## config.mk

```make
export PLATFORM = sky130hd
export DESIGN_NAME = sssc_queue
export DESIGN_NICKNAME = d
export VERILOG_FILES = /design/src/design/sssc_pkg.sv /design/src/design/sssc_queue.sv
export SDC_FILE = /design/constraint.sdc
export NUM_CORES = 1
export LEC_CHECK = 0
export BUFFER_PORTS_ARGS = -buffer_cell sky130_fd_sc_hd__buf_4
export CAP_MARGIN = 10
export CELL_PAD_IN_SITES_DETAIL_PLACEMENT = 0
export CELL_PAD_IN_SITES_GLOBAL_PLACEMENT = 2
export CORE_MARGIN = 4
export CORE_UTILIZATION = 24
export DETAILED_ROUTE_END_ITERATION = 10
export PLACE_DENSITY = 0.63
export SLEW_MARGIN = 20
export SYNTH_ARGS = -nofsm -noshare
export SYNTH_HDL_FRONTEND = slang
export SYNTH_SLANG_ARGS = --single-unit
```

## constraint.sdc

```tcl
create_clock -name clk -period 9.39 [get_ports clk]
set_input_delay 0.939 -clock clk [delete_from_list [all_inputs] [get_ports clk]]
set_output_delay 0.939 -clock clk [all_outputs]
set_load 0.005 [all_outputs]
```

## src/design/sssc_pkg.sv

```systemverilog
// Shared types, widths and constants of the segment/sphere obstacle check.
package sssc_pkg;

  localparam int COORD_BITS      = 24;
  localparam int RADIUS_BITS     = COORD_BITS - 1;
  localparam int COUNT_BITS      = 7;
  localparam int INDEX_BITS      = 6;
  localparam int MAX_SPHERES_DEF = 64;

  localparam int DIFF_BITS    = COORD_BITS + 1;
  localparam int SQ_BITS      = 2 * DIFF_BITS + 2;
  localparam int ACC_BITS     = 2 * SQ_BITS + 2;
  localparam int DIG_BITS     = 32;
  localparam int NDIG         = (SQ_BITS + DIG_BITS - 1) / DIG_BITS;
  localparam int NDIG_SMALL   = (DIFF_BITS + DIG_BITS - 1) / DIG_BITS;
  localparam int DIG_CNT_BITS = (NDIG > 1) ? $clog2(NDIG) : 1;
  localparam int QDEPTH       = 2;

  typedef logic signed [COORD_BITS-1:0] coord_t;

  typedef enum logic {
    KIND_LOAD  = 1'b0,
    KIND_QUERY = 1'b1
  } kind_t;

  typedef struct packed {
    logic                   operation;
    coord_t                 start_x;
    coord_t                 start_y;
    coord_t                 start_z;
    coord_t                 end_x;
    coord_t                 end_y;
    coord_t                 end_z;
    logic [INDEX_BITS-1:0]  entry_index;
    coord_t                 center_x;
    coord_t                 center_y;
    coord_t                 center_z;
    logic [RADIUS_BITS-1:0] radius;
  } sssc_in_t;

  typedef struct packed {
    logic                  segment_clear;
    logic [INDEX_BITS-1:0] first_hit_index;
  } sssc_out_t;

  // classified request handed from front to back
  typedef struct packed {
    kind_t                  kind;
    logic [INDEX_BITS-1:0]  slot;
    coord_t                 p0x;
    coord_t                 p0y;
    coord_t                 p0z;
    coord_t                 p1x;
    coord_t                 p1y;
    coord_t                 p1z;
    logic [RADIUS_BITS-1:0] radius;
  } sssc_cmd_t;

  typedef struct packed {
    logic      valid;
    sssc_cmd_t cmd;
  } sssc_push_t;

  typedef struct packed {
    coord_t                 x;
    coord_t                 y;
    coord_t                 z;
    logic [RADIUS_BITS-1:0] r;
  } sssc_sphere_t;

endpackage

```

## src/design/sssc_queue.sv

```systemverilog
// Short request queue between front and back end.
module sssc_queue import sssc_pkg::*; (
  input  logic       clk,
  input  logic       rst_n,
  input  sssc_push_t push,
  output logic       full,
  input  logic       pop,
  output logic       empty,
  output sssc_cmd_t  head
);

  localparam int PW = (QDEPTH > 1) ? $clog2(QDEPTH) : 1;

  sssc_cmd_t     slots_r [QDEPTH];
  logic [PW-1:0] wr_r, wr_nxt, rd_r, rd_nxt;
  logic [PW:0]   cnt_r, cnt_nxt;
  logic          do_push, do_pop;

  assign full    = cnt_r == (PW+1)'(QDEPTH);
  assign empty   = cnt_r == '0;
  assign do_push = push.valid && !full;
  assign do_pop  = pop && !empty;
  assign head    = slots_r[rd_r];

  always_comb begin
    wr_nxt  = wr_r;
    rd_nxt  = rd_r;
    cnt_nxt = cnt_r;
    if (do_push) begin
      wr_nxt = (wr_r == PW'(QDEPTH - 1)) ? '0 : wr_r + 1'b1;
    end
    if (do_pop) begin
      rd_nxt = (rd_r == PW'(QDEPTH - 1)) ? '0 : rd_r + 1'b1;
    end
    if (do_push && !do_pop) begin
      cnt_nxt = cnt_r + 1'b1;
    end else if (do_pop && !do_push) begin
      cnt_nxt = cnt_r - 1'b1;
    end
  end

  always_ff @(posedge clk) begin
    if (!rst_n) begin
      wr_r  <= '0;
      rd_r  <= '0;
      cnt_r <= '0;
    end else begin
      wr_r  <= wr_nxt;
      rd_r  <= rd_nxt;
      cnt_r <= cnt_nxt;
    end
  end

  always_ff @(posedge clk) begin
    if (do_push) begin
      slots_r[wr_r] <= push.cmd;
    end
  end

endmodule

```

Yosys cells after proc, flatten, opt, wreduce, memory -nomap -nowiden:

Memory sizes are Yosys's and may differ from the RTL's. A register that Yosys moved wholly into a read port is not among the register bits.
Cells that the tools add are included.
Widths: inputs -> output; s select.

* bits in registers: 4
* RAM bits: 348
* bits of input ports: 178
* output and inout bits: 176
* memories kept: 1

* add/sub/neg operators: 4
* equality and inequality tests: 1
* muxes and demuxes: 8
* reductions and logical operators: 10

Memories
* slots_r: words 2, width 174, read ports 1, clocked after memory_dff 1, wr ports 1, line sssc_queue.sv:14 `sssc_cmd_t slots_r [QDEPTH];`

Operators with widths (count)
* $mux 1: 6
* $logic_and 1x1->1: 4
* $logic_not 1->1: 4
* $mux 2: 2
* $add 1x1->1 const B: 2
* $add 2x1->2 const B: 1
* $eq 2x2->1 const B: 1
* $logic_not 2->1: 1
* $reduce_bool 2->1: 1
* $sub 2x1->2 const B: 1

Logic depth before layout (Yosys ltp):

* depth after elaboration: 7
* mapped depth: 7
* gate-level depth less buffers: 7

Worst setup path before layout:

OpenSTA, ideal clock, no wires.

* path type: input port to flip-flop
* from: in push[174] in the netlist's numbering
* to: mem slots_r[0][0] in the netlist's numbering (enable)
* setup time: 0.678 ns
* arrival: 7.696 ns
* data required time: 8.712 ns
* slack: 1.016 ns
* stages on the path: 2
* buffers on the path: 0
* path through: inv_1 -> nor3_2

* longest elaborated chain between the ends: 3

RTL lines
* from (decl): line sssc_queue.sv:5 `input sssc_push_t push,`
* $logic_and 1x1->1: line sssc_queue.sv:21 `assign do_push = push.valid && !full;`
* $mux 1: line sssc_queue.sv:55 `if (do_push) begin`
* $mux 1 (not written as such): line sssc_queue.sv:56 `slots_r[wr_r] <= push.cmd;`
* to (decl): line sssc_queue.sv:14

Every way passes these cells.

==> qor.csv <==
stage,metric,value,unit
run_status,status,"complete, no violations",
timing,Setup TNS,0,ns
pwr,Logic pwr share,23.4,%
pwr,Leakage,6.33,nW
yosys,top_reg_cell synth,edfxtp_1,
die,die area,57300,µm²
drt,Vias per Instance,3.92,
global_routing,antenna violations before repair,0,
yosys,synth warn,0,
die,initial core utilization,24.3,%
worst_setup_path,critical path type,register to output pin,
drt,# DRC,0,
worst_setup_path,Worst EP required,8.45,ns
worst_setup_path,"Max FO, Critical Path",65,
place,post-place instance area,16200,µm²
clock_network,hold buffers post-CTS,0,
timing,Worst-Margin Slew,1.05,ns
cells_and_area,# fillers,5153,
cells_and_area,# nets final,1129,
clock_network,CTS Buf Count,42,
cells_and_area,fin cells,1668,
yosys,synth unique cells,21,
yosys,number of flops mapped to enable cells by yosys,348,
global_routing,largest net degree at the start of global routing,132,
yosys,Mapped Cells,566,
pwr,switching pwr,0.00117,W
clock_network,Worst-path clk slew,0.05,ns
yosys,syn_nets,745,
flow_run,max_cap viols,0,
pwr,Pwr Density,265,nW/µm²
pwr,Peak VDD IR,0.140,mV
global_routing,GRT Total Usage,10.0,%
die,chip height,239,µm
yosys,syn avg cell area,22.7,µm²
drt,Vias,6531,
timing,f_max,0.260,GHz
cells_and_area,FF+latch area,10600,µm²
die,Die X,239,µm
clock_network,H-tree Lvls,2,
cells_and_area,multi-input combinational cell area,2100,µm²
pwr,Reg power frac,44.5,%
drt,WL per Instance,18.0,µm
cells_and_area,synthesis-to-finish area growth,36.1,%
global_routing,GRT Residual Overflow,0,
cells_and_area,share of cells above drive strength 1,60.1,%
worst_setup_path,Startpoint Class,register,
timing,hold violation count in the final report,0,
place,gpl congestion,0.698,
drt,iteration count of the initial detailed-routing pass,4,
yosys,post-synth top area share,81.4,%
yosys,Post-synth top cells,"edfxtp_1 (348), mux2_2 (174), buf_6 (16)",
yosys,most numerous cell in the Yosys netlist,edfxtp_1,
drt,"antenna viol nets, final",0,
timing,slew margin rel.,29.8,%
cells_and_area,post-route cell area,17500,µm²
pwr,clock share of power,32.1,%
timing,Setup-failing EPs final,0,
place,# port buffers,353,
timing,RSZ-0062 raised after global routing,no,
worst_setup_path,crit end category,output pin,
yosys,Mapped Area,12800,µm²
min_path,worst hold path startpoint,cnt_r[1],
place,dpl hpwl,19.8,mm
timing,final slew viol count,0,
clock_network,clock sinks,353,
die,core area,52800,µm²
clock_network,clock latency on the worst-skew pair,0.55,ns
yosys,largest cells by area after synthesis,"edfxtp_1 (81%), mux2_2 (15%), buf_6 (1.4%)",
worst_setup_path,Critical Path AT,2.91,ns
clock_network,CTS Root Cell,clkbuf_16,
place,Placed Cells,1594,
yosys,#FFs+latches synth,353,
worst_setup_path,reg2reg start,cnt_r[0],
global_routing,vias in the first global route,7073,
timing,Layout Skew,0.0153,ns
clock_network,Clock Tree Buf Depth,3,
global_routing,first-pass GRT wire length,43.7,mm
die,IO Count,354,
cells_and_area,post-layout util,33.1,%
drt,DRT iter0 DRCs,190,
yosys,Post-synth ARST share,0,%
clock_network,setup bufs post-CTS,0,
yosys,"Seq/Total Area, Yosys",82.1,%
clock_network,post_cts resized,0,
timing,Period minus WS final,3.85,ns
min_path,Hold Path Class,register to register,
cells_and_area,# diodes,0,
clock_network,CTS tree,yes,
drt,Routed WL,30.0,mm
pwr,internal power,0.00347,W
die,FP Rows,84,
timing,Tcrit/Tclk final,41.0,%
pwr,Sw Share,25.2,%
yosys,Yosys top cell by area,edfxtp_1,
-- layout by cell type, fill, tap and decap left out, drive strengths merged, types with 3 or more instances in the layout --
cell / synthesis / layout
dfxtp: 5 / 5
and2: 3 / 3
mux2: 174 / 174
edfxtp: 348 / 348
clkinv: 0 / 18
clkbuf: 0 / 51
buf: 19 / 359
inv: 2 / 4
-- power by group through the flow --
stage / registers [W] / clock network, W / logic, W
global placement: 0.00210 / 0 / 0.00111
finish: 0.00206 / 0.00149 / 0.00108
global route: 0.00209 / 0.00161 / 0.00118
CTS: 0.00207 / 0.00155 / 0.00112
floorplan: 0.00209 / 0 / 0.000586
detailed placement: 0.00210 / 0 / 0.00112
-- path summary, 6_finish.rpt --
| path | to | slack (ns) | cells past startpoint |
|---|---|---|---|
| max reg2reg | slots_r[1][49] | 6.64 | 3 |
| max | head[85] | 5.54 | 3 |
| min reg2reg | cnt_r[1] | 0.54 | 2 |
| min | cnt_r[1] | 0.54 | 2 |
-- stage by stage --
stage / power [W] / hold WS (ns) / setup WS [ns]
floorplan: 0.00268 / 0.483 / 1.02
global placement: 0.00321 / 0.507 / 6.00
detailed placement: 0.00322 / 0.528 / 5.98
CTS: 0.00474 / 0.514 / 5.37
global route: 0.00488 / 0.523 / 5.31
finish: 0.00464 / 0.538 / 5.54
-- final cells by class --
cell class / instances / share of cell area [%]
sequential: 353 / 60.4
timing repair buffer: 359 / 15.5
multi-input combinational: 192 / 12.0
clock buffer: 51 / 6.20
tap: 688 / 4.92
clock inverter: 23 / 0.980
inverter: 2 / 0.0429
-- state kept, by name, summed over array words and instances, names as in the netlist, named ones only --
signal,count
cnt_r,2
rd_r,1
slots_r,348
wr_r,1
-- worst max-delay path, stage by stage (launching register included) --
cell and delay (ns):
dfxtp_4 0.87, buf_4 0.81, mux2_2 0.43, buf_4 0.14
-- layer usage --
layer	GRT usage [%]	part of all wire, %
met1	11.8	40
met2	16.2	48
met3	4.61	9.8
met4	3.38	2.2
met5	0	0
-- cell families after synthesis --
kind of cell	Yosys count	synth area share (%)
AO/OA/AOI/OAI	5	0.253
XOR/XNOR	3	0.205
adder cells (fa/ha/maj)	1	0.0974
buffers and inverters	21	1.62
flip-flops	353	82.1
multiplexers	174	15.3
AND/OR/NAND/NOR	9	0.429
Power figures use the tool's default switching activity.
