<file path="src/design/sssc_pkg.sv">
// Shared types, widths and constants of the segment/sphere obstacle check.
package sssc_pkg;

  localparam int COORD_BITS      = 24;
  localparam int RADIUS_BITS     = COORD_BITS - 1;
  localparam int COUNT_BITS      = 7;
  localparam int INDEX_BITS      = 6;
  localparam int MAX_SPHERES_DEF = 64;

  localparam int DIFF_BITS    = COORD_BITS + 1;
  localparam int SQ_BITS      = 2 * DIFF_BITS + 2;
  localparam int ACC_BITS     = 2 * SQ_BITS + 2;
  localparam int DIG_BITS     = 32;
  localparam int NDIG         = (SQ_BITS + DIG_BITS - 1) / DIG_BITS;
  localparam int NDIG_SMALL   = (DIFF_BITS + DIG_BITS - 1) / DIG_BITS;
  localparam int DIG_CNT_BITS = (NDIG > 1) ? $clog2(NDIG) : 1;
  localparam int QDEPTH       = 2;

  typedef logic signed [COORD_BITS-1:0] coord_t;

  typedef enum logic {
    KIND_LOAD  = 1'b0,
    KIND_QUERY = 1'b1
  } kind_t;

  typedef struct packed {
    logic                   operation;
    coord_t                 start_x;
    coord_t                 start_y;
    coord_t                 start_z;
    coord_t                 end_x;
    coord_t                 end_y;
    coord_t                 end_z;
    logic [INDEX_BITS-1:0]  entry_index;
    coord_t                 center_x;
    coord_t                 center_y;
    coord_t                 center_z;
    logic [RADIUS_BITS-1:0] radius;
  } sssc_in_t;

  typedef struct packed {
    logic                  segment_clear;
    logic [INDEX_BITS-1:0] first_hit_index;
  } sssc_out_t;

  // classified request handed from front to back
  typedef struct packed {
    kind_t                  kind;
    logic [INDEX_BITS-1:0]  slot;
    coord_t                 p0x;
    coord_t                 p0y;
    coord_t                 p0z;
    coord_t                 p1x;
    coord_t                 p1y;
    coord_t                 p1z;
    logic [RADIUS_BITS-1:0] radius;
  } sssc_cmd_t;

  typedef struct packed {
    logic      valid;
    sssc_cmd_t cmd;
  } sssc_push_t;

  typedef struct packed {
    coord_t                 x;
    coord_t                 y;
    coord_t                 z;
    logic [RADIUS_BITS-1:0] r;
  } sssc_sphere_t;

endpackage

</file>
<file path="src/design/sssc_front.sv">
// Front end: takes input requests, classifies them and drops out-of-range loads.
module sssc_front import sssc_pkg::*; #(
  parameter int MAX_SPHERES = MAX_SPHERES_DEF
) (
  input  logic       clk,
  input  logic       rst_n,
  input  logic       in_valid,
  output logic       in_stall,
  input  sssc_in_t   in_data,
  output sssc_push_t push,
  input  logic       q_full
);

  logic      fr_valid_r, fr_valid_nxt;
  sssc_cmd_t fr_cmd_r, fr_cmd_nxt;
  logic      accept, pushed, keep;

  assign in_stall = fr_valid_r && q_full;
  assign accept   = in_valid && !in_stall;
  assign pushed   = fr_valid_r && !q_full;
  assign keep     = in_data.operation || (32'(in_data.entry_index) < MAX_SPHERES);

  always_comb begin
    fr_cmd_nxt.kind   = kind_t'(in_data.operation);
    fr_cmd_nxt.slot   = in_data.entry_index;
    fr_cmd_nxt.radius = in_data.radius;
    fr_cmd_nxt.p1x    = in_data.end_x;
    fr_cmd_nxt.p1y    = in_data.end_y;
    fr_cmd_nxt.p1z    = in_data.end_z;
    if (in_data.operation) begin
      fr_cmd_nxt.p0x = in_data.start_x;
      fr_cmd_nxt.p0y = in_data.start_y;
      fr_cmd_nxt.p0z = in_data.start_z;
    end else begin
      fr_cmd_nxt.p0x = in_data.center_x;
      fr_cmd_nxt.p0y = in_data.center_y;
      fr_cmd_nxt.p0z = in_data.center_z;
    end
    if (accept) begin
      fr_valid_nxt = keep;
    end else if (pushed) begin
      fr_valid_nxt = 1'b0;
    end else begin
      fr_valid_nxt = fr_valid_r;
    end
  end

  always_ff @(posedge clk) begin
    if (!rst_n) begin
      fr_valid_r <= 1'b0;
    end else begin
      fr_valid_r <= fr_valid_nxt;
    end
  end

  always_ff @(posedge clk) begin
    if (accept) begin
      fr_cmd_r <= fr_cmd_nxt;
    end
  end

  assign push.valid = pushed;
  assign push.cmd   = fr_cmd_r;

endmodule

</file>
<file path="config.mk">
export PLATFORM = sky130hd
export DESIGN_NAME = sssc_front
export DESIGN_NICKNAME = d
export VERILOG_FILES = /design/src/design/sssc_pkg.sv /design/src/design/sssc_front.sv
export SDC_FILE = /design/constraint.sdc
export NUM_CORES = 1
export LEC_CHECK = 0
export BUFFER_PORTS_ARGS = -buffer_cell sky130_fd_sc_hd__buf_2
export CORE_AREA = 2 2 164 166
export DETAILED_ROUTE_END_ITERATION = 16
export DIE_AREA = 0 0 166 168
export PLACE_DENSITY = 0.59
export SETUP_SLACK_MARGIN = 0.2
export SLEW_MARGIN = 30
export SYNTH_ARGS = -nofsm -noshare
export SYNTH_HDL_FRONTEND = slang
export SYNTH_SLANG_ARGS = --single-unit
</file>
<file path="constraint.sdc">
create_clock -name clk -period 9.9 [get_ports clk]
set_clock_uncertainty 0.1 [all_clocks]
set_input_delay 0.99 -clock clk [delete_from_list [all_inputs] [get_ports clk]]
set_output_delay 0.99 -clock clk [all_outputs]
set_load 0.02 [all_outputs]
</file>
# Yosys cells after proc, flatten, opt, wreduce, memory -nomap -nowiden
# Cells that the tools add are included.
[classes] n_addsub=0 multipliers=0 div_mod_pow=0 order_cmp=0 eq_ne=0 shift=0 mux=3 bitwise_logic=0 n_reduce_logical=6
[ops] op="$mux 72" n=1
[ops] op="$logic_and 1x1->1" n=3
[ops] op="$logic_not 1->1" n=2
[ops] op="$mux 1" n=2
[ops] op="$reduce_bool 2->1" n=1
[totals] register_bits=175 latch_bits=0 mem_bits_rw=0 rom_bits=0 inputBits=250 n_memories=0

# Logic depth before layout (Yosys ltp)
# Gate-level depths: netlist of run 1.
[logic_depth] word_depth=4 mapped_depth=3 mapped_depth_nobuf=2

# Least setup slack after synthesis of run 1
# Ideal clock, no wire load.
[synth_timing] path_kind="input -> register" startpoint="input q_full" endpoint="register fr_cmd_r, in the netlist push[0] (enable)" setup_ns=0.727 t_arrival_ns=8.856 required_time_ns=9.073 slack_ns=0.216 stages=2 n_path_buf=0 cell_sequence="and2_1 -> nor2b_1"
[synth_between] elab_chain_len=3
[synth_rtl] element="start: declaration" line_no="sssc_front.sv:11" source="input logic q_full"
[synth_rtl] element="$logic_and 1x1->1" line_no="sssc_front.sv:18" source="assign in_stall = fr_valid_r && q_full;"
[synth_rtl] element="$logic_not 1->1" line_no="sssc_front.sv:19" source="assign accept = in_valid && !in_stall;"
[synth_rtl] element="$logic_and 1x1->1" line_no="sssc_front.sv:19"
[synth_rtl] element="named net accept" line_no="sssc_front.sv:16" source="logic accept, pushed, keep;"
[synth_rtl] element="end signal: assignment" line_no="sssc_front.sv:58" source="fr_cmd_r <= fr_cmd_nxt;"
[synth_rtl] element="end: declaration" line_no="sssc_front.sv:15" source="sssc_cmd_t fr_cmd_r, fr_cmd_nxt;"
# The timed path passes the listed nets, and every way through them passes these cells.
# A chain may end at the register's enable or synchronous reset.

# Worst setup path in the final report of run 1
[layout_timing] startpoint="input q_full" endpoint="register fr_cmd_r, in the netlist push[105] (enable)"
# The elaborated chain is that of the path after synthesis.

==> flow_summary.json, run 1 <==
{
  "synth_top_family_by_area": "multiplexers",
  "drv_slew": 0,
  "cts_setup_buffers": 0,
  "routed_wl_um": 17700,
  "route.vias.total": 4127,
  "synth_warnings": 0,
  "post-dp-hpwl_um": 13500,
  "numCtsBuffers": 17,
  "vias_per_cell": 3.92,
  "fin_crit_ns": 2.79,
  "design_area_sq_mm": 0.00955,
  "hold_viol": 0,
  "hold_slack_ns": 0.578,
  "h-tree-depth": 4,
  "ir_drop_uv": 78.5,
  "track_usage_pct": 12.2,
  "synth_nets": 510,
  "synth_simple_gate_area_share_pct": 0.289,
  "cp_max_fo": 64,
  "crit_arrival_ns": 2.73,
  "max-slew-margin-rel_pct": 44.6,
  "fill_cells": 2577,
  "finalSetupTns_ns": 0,
  "min_path_cells": 2,
  "coreArea_sq_mm": 0.0264,
  "hold_class": "flip-flop to flip-flop",
  "rsz0062_at_grt": "no",
  "path_clk_slew_ns": 0.07,
  "cap_viol_max_count": 0,
  "grt_pass1_wl_um": 25500,
  "synthXorXnorAreaFrac_pct": 0,
  "r2r_slack_ns": 7.50,
  "crit-reg2reg-launch": "fr_valid_r$_SDFFE_PN0P_",
  "initial_core_util_pct": 24.7,
  "ctsLongestPathBuffers": 2,
  "synth_seq_area_share_pct": 80.6,
  "first_iter_violations": 243,
  "fmax_mhz": 359,
  "placed_area_sq_mm": 0.00893,
  "synth_adder_area_share_pct": 0,
  "cpPeakStageDelay_ns": 0.64,
  "holdBufCountCts": 0,
  "gp_congestion": 0.732,
  "outcome": "finished, final reports clean",
  "crit_path_end_kind": "flip-flop",
  "leakage_uw": 0.00428,
  "cts-root-buf": "clkbuf_16",
  "grt_antenna_before_repair": 0,
  "fin_crit_sh_pct": 28.1,
  "layout-drive-gt1-share_pct": 75.0,
  "die_h_um": 168,
  "grt_pass1_vias": 4353,
  "p_total_uw": 1770,
  "cts.sinks": 175,
  "reg2regPathDepth": 4,
  "start_kind": "input pin",
  "cts-resized-gates": 0,
  "crit_chain": "buf_2 -> and2_1 -> nor2b_4 -> buf_16 -> buf_4",
  "fp.dieW_um": 166,
  "setup_viol": 0,
  "dr.pass1.iters": 4,
  "pin_count": 426,
  "grt_max_degree": 78,
  "portBuffers": 425,
  "diodes": 0,
  "powerDensity_mw_per_mm2": 186,
  "drc": 0,
  "ys_ff_latch": 175,
  "synth_area_per_cell_sq_um": 25.0,
  "worst-slew-pin-transition_ns": 0.831,
  "synthCells": 260,
  "synthMuxAreaShare_pct": 16.5,
  "r2r-end": "push[105]$_DFFE_PP_",
  "cts_tree": "done",
  "slowest_stage": "buf_4",
  "yosys.cell_types.count": 10,
  "routedWlPerCell_um": 16.8,
  "grt.overflow.total": 0,
  "ant_nets": 0,
  "min_to": "fr_valid_r$_SDFFE_PN0P_",
  "layout-area-overhead-vs-synth_pct": 46.8,
  "rows": 60,
  "path_class": "input pin to flip-flop",
  "synth_compound_area_share_pct": 0.115,
  "hold_start": "fr_valid_r$_SDFFE_PN0P_",
  "insertion_delay_ns": 0.42,
  "cp_num_buf_inv": 3,
  "die-area_sq_mm": 0.0279,
  "critPathTopFamily": "buffers and inverters",
  "syn-cell-area_sq_mm": 0.00650,
  "nets": 949,
  "crit_required_ns": 9.85
}
## cells in the mapped netlist
cell      count  area, sq um
and2_1        1         6.26
buf_12        7          140
buf_4         1         7.51
buf_6         1         11.3
dfxtp_1       1         20.0
edfxtp_1    174         5230
mux2_2        2         22.5
mux2_4       70         1050
nor2b_1       2         12.5
o21a_1        1         7.51
## placed cells by master (no fill, tap or decap)
cell | netlist | routed
clkbuf_16 | 0 | 17
buf_16 | 0 | 1
mux2_2 | 2 | 2
o21a_1 | 1 | 1
inv_8 | 0 | 5
edfxtp_1 | 174 | 174
clkinvlp_4 | 0 | 2
inv_6 | 0 | 2
dfxtp_1 | 1 | 1
clkinv_8 | 0 | 2
nor2b_4 | 0 | 1
and2_1 | 1 | 1
mux2_4 | 70 | 70
buf_6 | 1 | 1
buf_2 | 0 | 424
clkinv_4 | 0 | 3
clkbuf_8 | 0 | 1
nor2b_1 | 2 | 1
buf_4 | 1 | 3
## report_power, final
part / total, uW / internal, uW / switching, uW / leakage, uW
clock: 665 / 344 / 321 / 0.000282
combinational: 224 / 100 / 124 / 0.00230
sequential: 884 / 872 / 11.7 / 0.00169
total: 1770 / 1320 / 457 / 0.00428
## cell type report
type	count	area (sq um)	share of cell area, %
clock buffer	18	439	4.60
clock inverter	14	148	1.55
multi-input combinational	76	1110	11.6
sequential	175	5250	54.9
tap	341	427	4.47
timing repair buffer	429	2180	22.9
## tightest hold or removal path: cells and delay by family (launching register included)
kind               cells  cell delay (ns)
AOI/OAI and AO/OA      1             0.13
and+or+nand+nor        1             0.20
DFF                    1             0.32
## flip-flops by register name, summed over array words and instances, names as in the netlist
name,count
push,174
fr_valid_r,1
## logic make-up after synthesis
| group | after synthesis |
|---|---|
| muxes | 72 |
| DFF | 175 |
| buffers and inverters | 9 |
| AOI/OAI and AO/OA | 1 |
| and+or+nand+nor | 3 |
## layer usage
metal	vias up	track usage (%)	share of wire, %
li1	1915	-	-
met1	1946	13.8	39
met2	258	21.3	50
met3	8	4.84	9.8
met4	0	3.74	0.99
met5	-	0	0
## metrics by stage
| step | setup WS [ns] | cells | util [%] |
|---|---|---|---|
| after floorplan | 0.216 | 260 | - |
| after global placement | 6.39 | 1020 | 33.9 |
| after detailed placement | 6.35 | 1020 | 33.9 |
| after CTS | 6.81 | 1052 | 36.1 |
| after global routing | 7.01 | 1053 | 36.2 |
| final | 7.11 | 1053 | 36.2 |
## how the worst max path moves through the flow
stage                 from                  end  slack, ns  depth (start not counted)
floorplan           q_full    push[0]$_DFFE_PP_       0.22                          2
global route        q_full  push[110]$_DFFE_PP_       7.01                          5
detailed placement  q_full    push[7]$_DFFE_PP_       6.35                          4
global placement    q_full  push[104]$_DFFE_PP_       6.39                          4
CTS                 q_full  push[145]$_DFFE_PP_       6.81                          4
finish              q_full  push[105]$_DFFE_PP_       7.11                          5
(Power assumes the default switching activity.)
==> run 2: changes to the inputs <==
--- a/config.mk
+++ b/config.mk
@@ -6,10 +6,10 @@
 export NUM_CORES = 1
 export LEC_CHECK = 0
 export BUFFER_PORTS_ARGS = -buffer_cell sky130_fd_sc_hd__buf_2
-export CORE_AREA = 2 2 164 166
+export CORE_AREA = 2 2 166 168
 export DETAILED_ROUTE_END_ITERATION = 16
-export DIE_AREA = 0 0 166 168
-export PLACE_DENSITY = 0.59
+export DIE_AREA = 0 0 168 170
+export PLACE_DENSITY = 0.56
 export SETUP_SLACK_MARGIN = 0.2
 export SLEW_MARGIN = 30
 export SYNTH_ARGS = -nofsm -noshare
==> constraint.sdc (replaced) <==
create_clock -name clk -period 2.6 [get_ports clk]
set_clock_uncertainty 0.1 [all_clocks]
set_input_delay 0.26 -clock clk [delete_from_list [all_inputs] [get_ports clk]]
set_output_delay 0.26 -clock clk [all_outputs]
set_load 0.02 [all_outputs]
==> run 2 against run 1 <==
  * Total power rose to 4.0 times the previous value
  * Largest power group unchanged
  * Die area up 2.4%
  * Hold slack worse by 0.55 ns
  * Clock power rose to 4.1 times the previous value
  * Critical endpoint is now push[149]$_DFFE_PP_
==> flow_summary.json, run 2 (synthesis gave the netlist of run 1 again) <==
{
  "outcome": "finished, final reports clean",
  "design_area_sq_mm": 0.0107,
  "hold_class": "input pin to flip-flop",
  "swShare_pct": 25.3,
  "drc": 0,
  "ir_drop_uv": 271,
  "cts_setup_buffers": 0,
  "numCtsBuffers": 17,
  "leakage_uw": 0.00477,
  "vias_per_cell": 3.93,
  "insertion_delay_ns": 0.42,
  "final_cell_mix": "buf_2 (424), edfxtp_1 (174), dlygate4sd3_1 (108)",
  "drv_slew": 0,
  "die_h_um": 170,
  "cp_max_fo": 63,
  "slowest_stage": "dfxtp_1",
  "layout-drive-gt1-share_pct": 65.2,
  "first_iter_violations": 212,
  "routedWlPerCell_um": 16.3,
  "track_usage_pct": 12.7,
  "cts-resized-gates": 0,
  "cp_num_buf_inv": 1,
  "path_class": "flip-flop to flip-flop",
  "largest_reg_flops": 174,
  "finalSetupTns_ns": 0,
  "hold_viol": 0,
  "gp_congestion": 0.732,
  "fin_crit_sh_pct": 58.0,
  "h-tree-depth": 4,
  "fill_cells": 2456,
  "layout-area-overhead-vs-synth_pct": 64.6,
  "ctsLongestPathBuffers": 2,
  "rsz0062_at_grt": "no",
  "placed_area_sq_mm": 0.00901,
  "start_kind": "flip-flop",
  "fp.dieW_um": 168,
  "post-dp-hpwl_um": 13600,
  "grt_max_degree": 64,
  "rows": 60,
  "fmax_mhz": 663,
  "nets": 1058,
  "portBuffers": 425,
  "setup_ws_ns": 1.09,
  "grt_antenna_before_repair": 1,
  "crit_chain": "and2_4 -> nor2b_4 -> buf_12",
  "crit_path_end_kind": "flip-flop",
  "cap_viol_max_count": 0,
  "critPathTopFamily": "simple AND/OR/NAND/NOR gates",
  "path_clk_slew_ns": 0.08,
  "routed_wl_um": 18900,
  "place_ws_ns": 0.992,
  "power.switching_uw": 1790,
  "powerDensity_mw_per_mm2": 661,
  "ant_nets": 0,
  "holdBufCountCts": 105,
  "p_total_uw": 7080,
  "dr.pass1.iters": 4,
  "grt_pass1_wl_um": 27000,
  "crit_arrival_ns": 1.49,
  "max-slew-margin-rel_pct": 75.3,
  "p_seq_share_pct": 47.5,
  "p_comb_share_pct": 14.1,
  "hold_slack_ns": 0.0283,
  "cts_tree": "done",
  "pin_count": 426,
  "crit_required_ns": 2.58,
  "p_int_uw": 5290,
  "cpPeakStageDelay_ns": 0.31,
  "die-area_sq_mm": 0.0286,
  "grt_pass1_vias": 4889,
  "diodes": 0,
  "route.vias.total": 4566,
  "power_frac_clock_pct": 38.4,
  "worst-slew-pin-transition_ns": 0.370,
  "cts-root-buf": "clkbuf_16",
  "final_common_cell": "buf_2",
  "fin_crit_ns": 1.51,
  "grt.overflow.total": 0,
  "setup_viol": 0,
  "initial_core_util_pct": 24.4,
  "coreArea_sq_mm": 0.0267,
  "cts.sinks": 175
}
run 2: worst register-to-register path, cell delays in order, from the launching register on:
cell and delay (ns):
dfxtp_1 0.31, and2_4 0.15, nor2b_4 0.22, buf_12 0.32
run 2: worst paths after layout:
kind / slack (ns) / to / from / cells after the start
worst min-delay path: 0.03 / push[102]$_DFFE_PP_ / in_data[180] / 2
worst max-delay path: 1.09 / push[149]$_DFFE_PP_ / fr_valid_r$_SDFFE_PN0P_ / 3
worst min register to register: 0.83 / push[98]$_DFFE_PP_ / fr_valid_r$_SDFFE_PN0P_ / 3
worst max register to register: 1.09 / push[149]$_DFFE_PP_ / fr_valid_r$_SDFFE_PN0P_ / 3
run 2: power groups by stage:
stage | Clock [uW] | Combinational, uW | Sequential (uW)
2_1_floorplan | 0 | 247 | 3670
3_3_place_gp | 0 | 871 | 3420
3_5_place_dp | 0 | 878 | 3430
4_1_cts | 2830 | 1000 | 3370
5_1_grt | 2920 | 1060 | 3380
6_report | 2720 | 997 | 3360
run 2: layer usage:
layer | global-route usage (%) | share of wire, % | vias up
li1 | - | - | 2132
met1 | 14.0 | 39 | 2151
met2 | 22.6 | 50 | 266
met3 | 5.16 | 8.9 | 15
met4 | 3.93 | 1.4 | 2
met5 | 0 | 0.069 | -
run 2: through the flow:
step                      utilization (%)  std cells
after detailed placement             33.8       1022
final                                40.2       1162
after floorplan                         -        260
after CTS                            40.1       1159
after global routing                 40.2       1162
after global placement               33.8       1022
run 2: cell type report:
type / instances / area (sq um) / area share (%)
sequential: 175 / 5250 / 49.0
clock inverter: 15 / 186 / 1.74
multi-input combinational: 76 / 1110 / 10.4
timing repair buffer: 538 / 3310 / 30.9
clock buffer: 17 / 425 / 3.97
tap: 341 / 427 / 3.99
